### src/rtl/lfid_pkg.sv
package lfid_pkg;

    localparam int NUM_IDS   = 1024;
    localparam int WORD_W    = 32;
    localparam int BIT_AW    = $clog2(WORD_W);
    localparam int NUM_WORDS = (NUM_IDS + WORD_W - 1) / WORD_W;
    localparam int WORD_AW   = (NUM_WORDS > 1) ? $clog2(NUM_WORDS) : 1;
    localparam int ID_W      = (NUM_IDS > 2) ? $clog2(NUM_IDS) : 1;
    localparam int REL_W     = 10;
    localparam int GIVEN_W   = 10;
    localparam int STATUS_W  = 2;
    localparam int IN_DATA_W  = 16;
    localparam int OUT_DATA_W = 16;

    // Bits of the last word that lie beyond the pool read as used.
    localparam int LAST_BITS = NUM_IDS - (NUM_WORDS - 1) * WORD_W;
    localparam logic [WORD_W-1:0] LAST_PAD = ~({WORD_W{1'b1}} >> (WORD_W - LAST_BITS));
    localparam logic [WORD_AW-1:0] LAST_WORD = WORD_AW'(NUM_WORDS - 1);

    typedef enum logic [STATUS_W-1:0] {
        ST_OK        = 2'd0,
        ST_FULL      = 2'd1,
        ST_NOT_ALLOC = 2'd2
    } status_t;

    typedef enum logic {
        FUNC_ALLOC = 1'b0,
        FUNC_FREE  = 1'b1
    } func_t;

    typedef struct packed {
        logic    load_alloc;
        logic    load_free;
        logic    step;
        logic    commit_set;
        logic    commit_clr;
        logic    clear_wr;
        logic    emit;
        logic    emit_id;
        status_t status;
    } cmd_t;

    typedef struct packed {
        logic hit;
        logic last_word;
        logic bit_set;
        logic in_range;
    } sts_t;

    function automatic logic [BIT_AW-1:0] first_zero(input logic [WORD_W-1:0] w);
        logic [BIT_AW-1:0] idx;
        idx = '0;
        for (int i = WORD_W - 1; i >= 0; i--)
        begin
            if (!w[i])
            begin
                idx = BIT_AW'(i);
            end
        end
        return idx;
    endfunction

endpackage

### src/rtl/lfid_ram.sv
module lfid_ram #(
    parameter int WIDTH = 32,
    parameter int DEPTH = 32
) (
    input  logic                                       clk,
    input  logic                                       we,
    input  logic [((DEPTH > 1) ? $clog2(DEPTH) : 1)-1:0] waddr,
    input  logic [WIDTH-1:0]                           wdata,
    input  logic [((DEPTH > 1) ? $clog2(DEPTH) : 1)-1:0] raddr,
    output logic [WIDTH-1:0]                           rdata
);

    logic [WIDTH-1:0] mem [DEPTH];
    logic [WIDTH-1:0] rdata_reg;

    always_ff @(posedge clk)
    begin
        if (we)
        begin
            mem[waddr] <= wdata;
        end
        rdata_reg <= mem[raddr];
    end

    assign rdata = rdata_reg;

endmodule

### src/rtl/lfid_datapath.sv
module lfid_datapath import lfid_pkg::*; (
    input  logic               clk,
    input  logic               rst_n,
    input  cmd_t               cmd,
    input  logic [REL_W-1:0]   release_id,
    output sts_t               sts,
    output logic [GIVEN_W-1:0] given_id,
    output status_t            status
);

    logic [WORD_AW-1:0]  word_reg, word_next;
    logic [ID_W-1:0]     ptr_reg, ptr_next;
    logic [ID_W-1:0]     rel_id_reg;
    logic [BIT_AW-1:0]   off_reg;
    logic                range_reg;
    logic [GIVEN_W-1:0]  given_reg;
    status_t             status_reg;
    logic [ID_W-1:0]     rel_id;
    logic [WORD_W-1:0]   rd_data;
    logic [WORD_W-1:0]   eff_word;
    logic [WORD_W-1:0]   wr_data;
    logic [BIT_AW-1:0]   zero_idx;
    logic [ID_W-1:0]     found_id;
    logic                we;

    assign rel_id   = ID_W'(release_id);
    assign eff_word = rd_data | ((word_reg == LAST_WORD) ? LAST_PAD : '0);
    assign zero_idx = first_zero(eff_word);
    assign found_id = ID_W'({word_reg, zero_idx});

    assign sts.hit       = ~&eff_word;
    assign sts.last_word = (word_reg == LAST_WORD);
    assign sts.bit_set   = rd_data[off_reg];
    assign sts.in_range  = range_reg;

    always_comb
    begin
        word_next = word_reg;
        if (cmd.load_alloc)
        begin
            word_next = WORD_AW'(ptr_reg >> BIT_AW);
        end
        else if (cmd.load_free)
        begin
            word_next = WORD_AW'(rel_id >> BIT_AW);
        end
        else if (cmd.step || cmd.clear_wr)
        begin
            word_next = word_reg + 1'b1;
        end
    end

    always_comb
    begin
        ptr_next = ptr_reg;
        if (cmd.commit_set)
        begin
            ptr_next = found_id;
        end
        else if (cmd.commit_clr && (rel_id_reg < ptr_reg))
        begin
            ptr_next = rel_id_reg;
        end
    end

    always_comb
    begin
        wr_data = '0;
        if (cmd.commit_set)
        begin
            wr_data = rd_data | (WORD_W'(1) << zero_idx);
        end
        else if (cmd.commit_clr)
        begin
            wr_data = rd_data & ~(WORD_W'(1) << off_reg);
        end
    end

    assign we = cmd.commit_set | cmd.commit_clr | cmd.clear_wr;

    lfid_ram #(
        .WIDTH(WORD_W),
        .DEPTH(NUM_WORDS)
    ) u_ram (
        .clk  (clk),
        .we   (we),
        .waddr(word_reg),
        .wdata(wr_data),
        .raddr(word_next),
        .rdata(rd_data)
    );

    always_ff @(posedge clk or negedge rst_n)
    begin
        if (!rst_n)
        begin
            word_reg <= '0;
            ptr_reg  <= '0;
        end
        else
        begin
            word_reg <= word_next;
            ptr_reg  <= ptr_next;
        end
    end

    always_ff @(posedge clk)
    begin
        if (cmd.load_free)
        begin
            rel_id_reg <= rel_id;
            off_reg    <= BIT_AW'(rel_id);
            range_reg  <= (32'(release_id) < NUM_IDS);
        end
        if (cmd.emit)
        begin
            given_reg  <= cmd.emit_id ? GIVEN_W'(found_id) : '0;
            status_reg <= cmd.status;
        end
    end

    assign given_id = given_reg;
    assign status   = status_reg;

endmodule

### src/rtl/lfid_ctrl.sv
module lfid_ctrl import lfid_pkg::*; (
    input  logic clk,
    input  logic rst_n,
    input  logic s_tvalid,
    input  logic s_func,
    output logic s_tready,
    input  logic m_tready,
    output logic m_tvalid,
    input  sts_t sts,
    output cmd_t cmd
);

    typedef enum logic [1:0] {
        S_CLEAR,
        S_IDLE,
        S_ALLOC,
        S_FREE
    } state_t;

    state_t state_reg, state_next;
    logic   out_valid_reg, out_valid_next;
    logic   out_free;

    assign out_free = !out_valid_reg || m_tready;
    assign s_tready = (state_reg == S_IDLE);
    assign m_tvalid = out_valid_reg;

    always_comb
    begin
        cmd        = '0;
        cmd.status = ST_OK;
        state_next = state_reg;
        unique case (state_reg)
            S_CLEAR:
            begin
                cmd.clear_wr = 1'b1;
                if (sts.last_word)
                begin
                    state_next = S_IDLE;
                end
            end
            S_IDLE:
            begin
                if (s_tvalid)
                begin
                    if (s_func == FUNC_FREE)
                    begin
                        cmd.load_free = 1'b1;
                        state_next    = S_FREE;
                    end
                    else
                    begin
                        cmd.load_alloc = 1'b1;
                        state_next     = S_ALLOC;
                    end
                end
            end
            S_ALLOC:
            begin
                if (sts.hit)
                begin
                    if (out_free)
                    begin
                        cmd.commit_set = 1'b1;
                        cmd.emit       = 1'b1;
                        cmd.emit_id    = 1'b1;
                        state_next     = S_IDLE;
                    end
                end
                else if (sts.last_word)
                begin
                    if (out_free)
                    begin
                        cmd.emit   = 1'b1;
                        cmd.status = ST_FULL;
                        state_next = S_IDLE;
                    end
                end
                else
                begin
                    cmd.step = 1'b1;
                end
            end
            S_FREE:
            begin
                if (out_free)
                begin
                    cmd.emit   = 1'b1;
                    state_next = S_IDLE;
                    if (sts.in_range && sts.bit_set)
                    begin
                        cmd.commit_clr = 1'b1;
                    end
                    else
                    begin
                        cmd.status = ST_NOT_ALLOC;
                    end
                end
            end
            default:
            begin
                state_next = S_IDLE;
            end
        endcase
    end

    always_comb
    begin
        out_valid_next = out_valid_reg;
        if (cmd.emit)
        begin
            out_valid_next = 1'b1;
        end
        else if (m_tready)
        begin
            out_valid_next = 1'b0;
        end
    end

    always_ff @(posedge clk or negedge rst_n)
    begin
        if (!rst_n)
        begin
            state_reg     <= S_CLEAR;
            out_valid_reg <= 1'b0;
        end
        else
        begin
            state_reg     <= state_next;
            out_valid_reg <= out_valid_next;
        end
    end

endmodule

### src/rtl/lowest_free_id_allocator.sv
// Lowest free identifier allocator.
// Input channel s_*: tuser carries func (0 allocates, 1 frees), tdata carries release_id.
// Output channel m_*: one item per input item, tdata carries given_id and status.
// An allocate scans the used-mark memory one 32-bit word per cycle, starting at the
// word that holds the search pointer and stopping at a free bit or at the last word.
// The scan rate is set by the single read port of the mark memory.
// One item is in work at a time; s_tready is high only while the block is idle.
// After reset the block clears the mark memory, one word per cycle, and accepts no
// item during that pass. The result sits in an output register, so the next item is
// accepted while a result still waits. If the receiver stalls, a finished item
// waits in its final step until the output register is free and nothing is lost.
module lowest_free_id_allocator import lfid_pkg::*; (
    input  logic                  clk,
    input  logic                  rst_n,
    input  logic                  s_tvalid,
    output logic                  s_tready,
    input  logic [IN_DATA_W-1:0]  s_tdata,   // release_id[9:0], zero padding
    input  logic                  s_tuser,   // func
    output logic                  m_tvalid,
    input  logic                  m_tready,
    output logic [OUT_DATA_W-1:0] m_tdata    // given_id[9:0], status[11:10], zero padding
);

    cmd_t               cmd;
    sts_t               sts;
    logic [GIVEN_W-1:0] given_id;
    status_t            status;

    lfid_ctrl u_ctrl (
        .clk     (clk),
        .rst_n   (rst_n),
        .s_tvalid(s_tvalid),
        .s_func  (s_tuser),
        .s_tready(s_tready),
        .m_tready(m_tready),
        .m_tvalid(m_tvalid),
        .sts     (sts),
        .cmd     (cmd)
    );

    lfid_datapath u_dp (
        .clk       (clk),
        .rst_n     (rst_n),
        .cmd       (cmd),
        .release_id(s_tdata[REL_W-1:0]),
        .sts       (sts),
        .given_id  (given_id),
        .status    (status)
    );

    assign m_tdata = OUT_DATA_W'({status, given_id});

endmodule

### config.mk
export PLATFORM = sky130hd
export DESIGN_NAME = lowest_free_id_allocator
export DESIGN_NICKNAME = d
export VERILOG_FILES = /design/src/rtl/lfid_pkg.sv /design/src/rtl/lfid_ram.sv /design/src/rtl/lfid_datapath.sv /design/src/rtl/lfid_ctrl.sv /design/src/rtl/lowest_free_id_allocator.sv
export SDC_FILE = /design/constraint.sdc
export NUM_CORES = 1
export LEC_CHECK = 0
export BUFFER_PORTS_ARGS = -buffer_cell sky130_fd_sc_hd__buf_2
export CAP_MARGIN = 20
export CORE_MARGIN = 5
export CORE_UTILIZATION = 30
export DETAILED_ROUTE_END_ITERATION = 8
export GPL_ROUTABILITY_DRIVEN = 0
export GPL_TIMING_DRIVEN = 0
export PLACE_DENSITY = 0.44
export SLEW_MARGIN = 25
export SYNTH_ARGS = -nofsm -noshare
export SYNTH_HDL_FRONTEND = slang
export SYNTH_SLANG_ARGS = --single-unit
### constraint.sdc
create_clock -name clk -period 8.73 [get_ports clk]
set_input_delay 0.4365 -clock clk [delete_from_list [all_inputs] [get_ports clk]]
set_output_delay 0.4365 -clock clk [all_outputs]
set_load 0.005 [all_outputs]
[Yosys cells after proc, flatten, opt, wreduce, memory -nomap -nowiden]
Memories as Yosys holds them, arrays and structs flattened. A register that Yosys moved wholly into a read port is not among the register bits.
Index checks and enable logic that the tools add are counted.
Storage, ports and cells
  bits of input ports: 21
  memory bits (writable): 1024
  logic and storage cells: 112
  flip-flop bits (word level): 45
  output and inout port bits: 18
  memories kept: 1
Cells by class
  $lt $le $gt $ge: 2
  reductions and logical operators: 9
  $add $sub $neg: 1
  bitwise gates (word level): 5
  mux-type cells: 77
  eq/ne operators: 7
  shift-type cells: 2
Memories
  u_dp.u_ram.mem: words 32, bits a word 32, read ports 1, clocked after Yosys merged registers in 1, write ports 1, RTL line lfid_ram.sv:13  | logic [WIDTH-1:0] mem [DEPTH];
Operator list (number)
  $mux W5: 35
  $mux W32: 2
  $shl A1 B5 Y32 const A: 2
  $and A32 B32 Y32: 1
  $not A32 Y32: 1
  $or A32 B32 Y32: 1
  $reduce_and A32 Y1: 1
  $mux W2: 13
  $mux W1: 21
  $mux W10: 2
  $lt A10 B10 Y1: 1
  $pmux W2 S4: 1
  $lt A5 B6 Y1 const B: 1
  $add A5 B1 Y5 const B: 1
  $bmux W1 S5: 1
  $eq A5 B5 Y1 const B: 1
  $eq A2 B2 Y1 const B: 2
  $ne A2 B2 Y1 const B: 2
  $pmux W2 S2: 1
  $reduce_bool A2 Y1: 2
  $ne A3 B3 Y1 const B: 1
  $reduce_and A3 Y1: 1
  $eq A2 B1 Y1 const B: 1
  $logic_not A2 Y1: 1
  5 further kinds: 7

[Depth between registers and ports, before layout]
Gate-level depths: netlist of run 1.
  depth in word-level cells: 35
  gate-level depth with buffers: 15
  depth with buffers taken out: 12

[Cells and area by module]
From an unflattened synthesis of run 1, not the netlist that was laid out.
Second synthesis, totals
  cell total of the unflattened synthesis: 2668
  area total of the unflattened synthesis: 44021.0 um2
By module, submodules not included
  lfid_ram: area an instance 40492.6 um2, seq. area each 31390.1 um2, cells an instance 2260, instances 1
  lfid_datapath: area an instance 3204.3 um2, seq. area each 1036.0 um2, cells an instance 376, instances 1
  lfid_ctrl: area an instance 290.3 um2, seq. area each 75.1 um2, cells an instance 27, instances 1
  lowest_free_id_allocator: area an instance 33.8 um2, seq. area each 0.0 um2, cells an instance 5, instances 1

[Least setup slack after synthesis of run 1]
No wires, ideal clock.
  kind: reg2reg
  start point: register u_ctrl.state_reg[0]
  end point: memory u_dp.u_ram.mem[0][28], data pin
  buffers on the path: 2
  cell stages (with the launch flop): 8
  arrival time: 3.761 ns
  path slack: 4.406 ns
  period minus slack after synthesis: 4.324 ns
  setup time: 0.563 ns
  data required time: 8.167 ns
  path through: dfrtp_1 > clkbuf_1 > inv_1 > clkbuf_1 > nand2_1 > nor3_1 > nand3_1 > o41ai_1
On the way
  word-level cells in the longest chain between the ends: 4
  elaborated cells between the ends (all ways): 6
  classes of those cells: eq/ne (2); mux (4)
Ends and longest elaborated chain
  from (decl): RTL line lfid_ctrl.sv:20  | state_t state_reg, state_next;
  from (signal assigned): RTL line lfid_ctrl.sv:129  | state_reg <= state_next;
  $eq A2 B2 Y1: RTL line lfid_ctrl.sv:33  | unique case (state_reg)
  $mux W1: RTL line lfid_ctrl.sv:33
  $mux W32: RTL line lfid_datapath.sv:73  | else if (cmd.commit_clr)
  $mux W32 (*): RTL line lfid_datapath.sv:69  | if (cmd.commit_set)
  via u_dp.u_ram.wdata[28]: RTL line lfid_ram.sv:8  | input logic [WIDTH-1:0] wdata,
  to (decl): RTL line lfid_ram.sv:13
Mark *: on every way through the listed nets, which the timed path passes. The rest lies on a longest branch.

[Worst setup path after layout of run 1]
  start point: register u_dp.u_ram.rdata_reg[1], in the netlist u_dp.u_ram.rdata[1] (read register of u_dp.u_ram.mem)
  end point: register u_dp.u_ram.rdata_reg[12], in the netlist u_dp.u_ram.rdata[12] (read register of u_dp.u_ram.mem)
On the way
  word-level cells in the longest chain between the ends: 7
Ends and longest elaborated chain
  from (decl): RTL line lfid_ram.sv:14  | logic [WIDTH-1:0] rdata_reg;
  $reduce_and A32 Y1: RTL line lfid_datapath.sv:31  | assign sts.hit = ~&eff_word;
  $mux W1: RTL line lfid_ctrl.sv:60  | if (sts.hit)
  $mux W2: RTL line lfid_ctrl.sv:33
  $logic_or A1 B1 Y1: RTL line lfid_datapath.sv:47  | else if (cmd.step || cmd.clear_wr)
  $mux W5: RTL line lfid_datapath.sv:47
  $mux W5: RTL line lfid_datapath.sv:43  | else if (cmd.load_free)
  $mux W5: RTL line lfid_datapath.sv:39  | if (cmd.load_alloc)
Every way passes these cells.
A chain may end at the register's enable or synchronous reset.

==> impl_results.md, run 1 <==
* I/O pin total at 39
* Port bufs at 27
* Max-slew headroom at 0.153
* Max-Cap Viols at 0
* Worst-Margin Slew at 1240 ps
* Post-CTS Setup Repair Bufs at 0
* WL/cell at 29.5 um
* Site row count at 143
* H-tree Lvls at 3
* Largest net degree at the start of global routing at 25
* Crit. End Element: register
* Status: finished clean
* Die X at 400 um
* Yosys Warn Count at 0
* Initial DRT Pass Iterations at 8
* Post-synth EDFFs at 1,046
* HPWL Detailed at 112,000 um
* Most frequent cells in the layout: edfxtp_1, mux2i_1, clkbuf_1
* Clock net sink count at 1,096
* Root Buffer: clkbuf_16
* Worst-Skew Late Latency at 760 ps
* Synthesis-to-finish area growth at 20.2%
* Post-layout util at 0.362
* Initial DRC count at 3,288
* Min Tclk post-route at 5280 ps
* Vias in the first global route at 27.8k
* First-pass GRT wire length at 215,000 um
* Final Slew Violations at 0
* Initial antenna violation count at 12
* Die ar. at 160,000 um2
* Post-DR vias/cell at 5.30
* Required time worst endpoint at 9330 ps
* Ys async rst share at 0.0164
* Endpoints failing hold at 0
* Placed inst area at 51,100 um2
* Worst clock skew at 93.7 ps
* Fin crit share at 0.605
* Post-synthesis average cell area at 16.2 um2
* Fillers at 14.3k
* Mapped cell area at 45,700 um2
* Register area share after synthesis at 0.711
* Cell variety after synth at 66
* Die Y at 400 um
* Max FO, Critical Path at 10
* Drc violations at 0
* Overflow after GRT at 0
* Sum Neg Setup Slack at 0 ps
* Cells after DPL at 5,019
* Global-route usage over all layers at 0.188
* Leakage power at 18.6 nW
* Pre-CTS worst setup slack at 3680 ps
* Layout cells sized above 1 at 0.174
* PnR worst setup slack at 3450 ps
* Crit path kind: reg -> reg
* Leading cell type in the layout, fill and taps excluded: edfxtp_1
* Achievable frequency at 0.189 GHz
* Total number of vias at 27.9k
* TritonCTS clock tree: built
* Non-Filler Instances at 5,258
* CTS Buf Count at 116
* Max reg flops at 1,024
* Antenna-violating nets left at 0
* HP Class: in -> reg
* CP startpoint kind: register
* Clock Pin Slew Worst Setup and Hold Paths at 60 ps
* Post-Synthesis Cells at 2,831
* #FFs+latches synth at 1,096
* Clock buffer depth at 3
* Worst vdd ir at 0.000190 V
* Core ar. at 152,000 um2
* Synth Flop Type: edfxtp_1
* Final setup viols at 0
* Routed WL at 155,000 um
* Pwr Density at 411 nW/um2
* Critical path arrival at 5880 ps
* RSZ-0062 raised after global routing: false
* Final nets at 3,155
* Fin area at 55,000 um2
* Starting Density at 0.301
layout make-up:
cell class | count | area, um2 | share of cell area
flip-flops and latches | 1096 | 32500 | 0.591
multi-input cells | 1518 | 12800 | 0.232
clock buffers | 145 | 3080 | 0.0561
well taps | 2030 | 2540 | 0.0462
repair buffers | 168 | 2310 | 0.0420
plain buffers | 193 | 987 | 0.0180
clock inverters | 72 | 652 | 0.0119
inverters | 27 | 101 | 0.00184
diodes | 9 | 22.5 | 0.000410
through the flow:
step | total power, mW | hold slack [ps]
after floorplan | 12.7 | 141
after global placement | 17.0 | 414
after detailed placement | 17.8 | 430
after CTS | 22.7 | 105
after global routing | 23.4 | 185
final | 22.6 | 183
worst max-delay path, cell delays in order, from the launching register on:
cell	delay (ps)
dfxtp_1	560
nand4_2	280
nor4_4	660
a32oi_1	190
o211a_1	390
inv_1	160
clkbuf_1	560
clkbuf_1	730
clkbuf_1	550
a31oi_1	150
o22ai_1	790
nor4_1	80
logic make-up (layout without fill, tap and decap cells):
| group | count (synthesis) | in the layout | synth area share |
|---|---|---|---|
| flops | 1096 | 1096 | 0.711 |
| mux | 593 | 593 | 0.134 |
| compound gates | 561 | 561 | 0.0873 |
| simple gates | 346 | 346 | 0.0400 |
| buf+inv | 220 | 605 | 0.0238 |
| fa+ha+maj | 14 | 14 | 0.00383 |
| other cells | 1 | 13 | 0.0000820 |
synth_stat cells (37+ instances only):
master	count	area, um2
a2111oi_0	37	324
a31oi_1	59	369
nand2_1	96	360
o21ai_0	67	335
clkbuf_1	110	413
mux2_2	66	743
o22ai_1	102	638
nor2_1	65	244
a21boi_0	39	293
and2_1	60	375
edfxtp_1	1046	31400
mux2i_1	517	5170
buf_4	40	300
worst paths after layout:
check | cells after the start | to | startpoint | slack, ps
setup / recovery | 11 | u_dp.u_ram.rdata[12]$_DFF_P_ | u_dp.u_ram.rdata[1]$_DFF_P_ | 3450
hold / removal | 3 | u_ctrl.state_reg[1]$_DFFE_PN0P_ | s_tvalid | 180
setup reg to reg | 11 | u_dp.u_ram.rdata[12]$_DFF_P_ | u_dp.u_ram.rdata[1]$_DFF_P_ | 3450
hold reg to reg | 1 | u_dp.ptr_reg[9]$_DFFE_PN0P_ | u_dp.rel_id_reg[9]$_DFFE_PP_ | 530
max in group asynchronous | 2 | u_ctrl.state_reg[0]$_DFFE_PN0P_ | rst_n | 8170
min in group asynchronous | 2 | u_dp.ptr_reg[2]$_DFFE_PN0P_ | rst_n | 190
power breakdown:
group	switching (mW)	leakage [nW]	internal, mW	total (mW)
registers	0.249	10.1	6.91	7.16
clock network	2.07	1.82	2.79	4.85
logic	7.23	6.64	3.36	10.6
total	9.54	18.6	13.1	22.6
timing repair:
action                                 CTS  global route
resized for setup                        0             0
hold buffers                            11             0
endpoints found under the hold margin   28             0
metal layers:
layer	wire length, um	vias up	global-route usage	share of wire
li1	-	12000	-	-
met1	63500	14300	0.242	0.41
met2	71600	1285	0.300	0.46
met3	11400	334	0.0389	0.073
met4	8520	2	0.0948	0.055
met5	17	-	0	0.00011
No activity file was read; power rests on OpenSTA's default activity.
==> run 2: changes to the inputs <==
==> constraint.sdc (replaced) <==
create_clock -name clk -period 5.36 [get_ports clk]
set_input_delay 0.268 -clock clk [delete_from_list [all_inputs] [get_ports clk]]
set_output_delay 0.268 -clock clk [all_outputs]
set_load 0.005 [all_outputs]
==> impl_results.md, run 2 (synthesis gave the netlist of run 1 again) <==
* Status: finished clean (unchanged)
* Vias in the first global route at 27.8k (about the same)
* Placed inst area at 51,100 um2 (unchanged)
* Clock buffer depth at 3 (unchanged)
* Total number of vias at 28.0k (was 27.9k)
* Non-Filler Instances at 5,258 (unchanged)
* CTS Buf Count at 116 (unchanged)
* Clock power frac at 0.215 (about the same)
* Initial DRC count at 3,281 (was 3,288)
* Register Area at 32,500 um2 (unchanged)
* Most frequent cells in the layout: edfxtp_1, mux2i_1, clkbuf_1 (unchanged)
* Initial DRT Pass Iterations at 6 (was 8)
* Crit. End Element: register (unchanged)
* H-tree Lvls at 3 (unchanged)
* Root Buffer: clkbuf_16 (unchanged)
* Endpoints failing hold at 0 (unchanged)
* RSZ-0062 raised after global routing: false (unchanged)
* Post-DR vias/cell at 5.33 (was 5.30)
* Drc violations at 0 (unchanged)
* Critical path's top delay family: buffers and inverters (unchanged)
* Final nets at 3,159 (was 3,155)
* Slowest CP cell: clkbuf_1 (was o22ai_1)
* R2R depth at 11 (unchanged)
* Initial antenna violation count at 12 (unchanged)
* Max reg flops at 1,024 (unchanged)
* Post-layout util at 0.363 (was 0.362)
* Cells after DPL at 5,019 (unchanged)
* Clock net sink count at 1,096 (unchanged)
* Worst-Skew Late Latency at 760 ps (about the same)
* Register share of total power at 0.317 (about the same)
* Leading cell type in the layout, fill and taps excluded: edfxtp_1 (unchanged)
* Max-slew headroom at 0.213 (was 0.153)
* HPWL Detailed at 112,000 um (unchanged)
* Largest net degree at the start of global routing at 25 (unchanged)
* Sw power at 15.6 mW (was 9.54 mW)
* Pwr Density at 670 nW/um2 (was 411 nW/um2)
* Site row count at 143 (unchanged)
* Sum Neg Setup Slack at 0 ps (unchanged)
* Port bufs at 27 (unchanged)
* Overflow after GRT at 0 (unchanged)
* Clock Pin Slew Worst Setup and Hold Paths at 60 ps (about the same)
* Leakage power at 18.6 nW (about the same)
* Setup slack, reg-to-reg at 110 ps (was 3450 ps)
* Layout cells sized above 1 at 0.174 (about the same)
* Hold Slack at 102 ps (was 183 ps)
* Starting Density at 0.301 (unchanged)
* Final Slew Violations at 0 (unchanged)
* Die Y at 400 um (unchanged)
* Max FO, Critical Path at 10 (unchanged)
* TritonCTS clock tree: built (unchanged)
* Global-route usage over all layers at 0.188 (about the same)
* Worst vdd ir at 0.000310 V (was 0.000190 V)
* I/O pin total at 39 (unchanged)
* Antenna-violating nets left at 0 (unchanged)
* Fillers at 14.3k (about the same)
* Final setup viols at 0 (unchanged)
* Worst Path Buf+Inv at 4 (unchanged)
* Max-Cap Viols at 0 (unchanged)
* Fin crit share at 0.980 (was 0.605)
* Internal power at 21.3 mW (was 13.1 mW)
* Crit path kind: reg -> reg (unchanged)
* Critical path arrival at 5860 ps (was 5880 ps)
* WL/cell at 29.5 um (about the same)
* Logic pwr share at 0.469 (was 0.468)
* Min Tclk post-route at 5250 ps (was 5280 ps)
* Crit path from: u_dp.u_ram.rdata[1]$_DFF_P_ (unchanged)
* First-pass GRT wire length at 216,000 um (was 215,000 um)
* RR Startpoint: u_dp.u_ram.rdata[1]$_DFF_P_ (unchanged)
* Synthesis-to-finish area growth at 20.3% (was 20.2%)
* Multi-input gate area at 12,800 um2 (unchanged)
* Max stage delay on crit path at 740 ps (was 790 ps)
* Required time worst endpoint at 5960 ps (was 9330 ps)
* Worst-Margin Slew at 1170 ps (was 1240 ps)
* Achievable frequency at 0.190 GHz (was 0.189 GHz)
* Stages on the worst setup path at 11 (unchanged)
* Fin area at 55,000 um2 (about the same)
* Most frequent CP cell: clkbuf_1 (unchanged)
* CP startpoint kind: register (unchanged)
* Routed WL at 155,000 um (about the same)
* HP Class: in -> reg (unchanged)
* Worst setup endpoint: u_dp.u_ram.rdata[10]$_DFF_P_ (was u_dp.u_ram.rdata[12]$_DFF_P_)
* Core ar. at 152,000 um2 (unchanged)
* Worst r2r dst: u_dp.u_ram.rdata[10]$_DFF_P_ (was u_dp.u_ram.rdata[12]$_DFF_P_)
* Worst clock skew at 97.9 ps (was 93.7 ps)
* Die ar. at 160,000 um2 (unchanged)
* Sw frac at 0.423 (was 0.422)
* CP Cell Sequence: nand4_2, nor4_4, a32oi_1, o211a_1, inv_1, clkbuf_1, clkbuf_1, clkbuf_1, a31oi_1, o22ai_1, nor4_1 (unchanged)
* Die X at 400 um (unchanged)
## run 2: power by group through the flow
stage          clock [mW]  combinational, mW  sequential, mW
2_1_floorplan           0               8.94            11.8
6_report             7.91               17.3            11.7
5_1_grt              8.43               17.9            11.7
3_3_place_gp            0               15.6            12.1
4_1_cts              8.09               17.2            11.6
3_5_place_dp            0               17.1            11.8
## run 2: worst min path at each step
stage / startpoint / end / slack, ps / cells after the start
floorplan: rst_n / u_ctrl.m_tvalid$_DFFE_PN0P_ / -30 / 0
global placement: rst_n / u_ctrl.m_tvalid$_DFFE_PN0P_ / 250 / 1
detailed placement: rst_n / u_ctrl.m_tvalid$_DFFE_PN0P_ / 260 / 1
CTS: m_tready / u_ctrl.m_tvalid$_DFFE_PN0P_ / 30 / 3
global route: m_tready / u_ctrl.m_tvalid$_DFFE_PN0P_ / 90 / 3
finish: m_tready / u_ctrl.m_tvalid$_DFFE_PN0P_ / 100 / 3
## run 2: metrics by stage
stage	setup WS, ps	power, mW
final	107	36.8
after global placement	-4880	27.7
after floorplan	1040	20.7
after global routing	73.9	38.1
after CTS	292	36.9
after detailed placement	314	28.9
## run 2: per-layer routing
layer,GRT usage,part of all wire,wire length (um)
met3,0.0393,0.076,11800
met5,0,0.00011,17
met2,0.300,0.46,71500
met1,0.242,0.41,63200
met4,0.0957,0.056,8630
## run 2: layout make-up
cell class,count,share of cell area
timing repair buffer,172,0.0427
sequential,1096,0.591
clock inverter,72,0.0119
multi-input combinational,1518,0.232
antenna,5,0.000227
buffer,193,0.0179
inverter,27,0.00184
tap,2030,0.0462
clock buffer,145,0.0561
## run 2: repair_timing
item / 4_1_cts / 5_1_grt
hold buffers: 15 / 0
resized for setup: 0 / 0
buffers inserted: 0 / 0
hold endpoints to repair: 30 / 0
## run 2: worst min-delay path, cell delays in order
cell	delay (ps)
buf_2	70
nand2b_1	190
o21ai_0	210
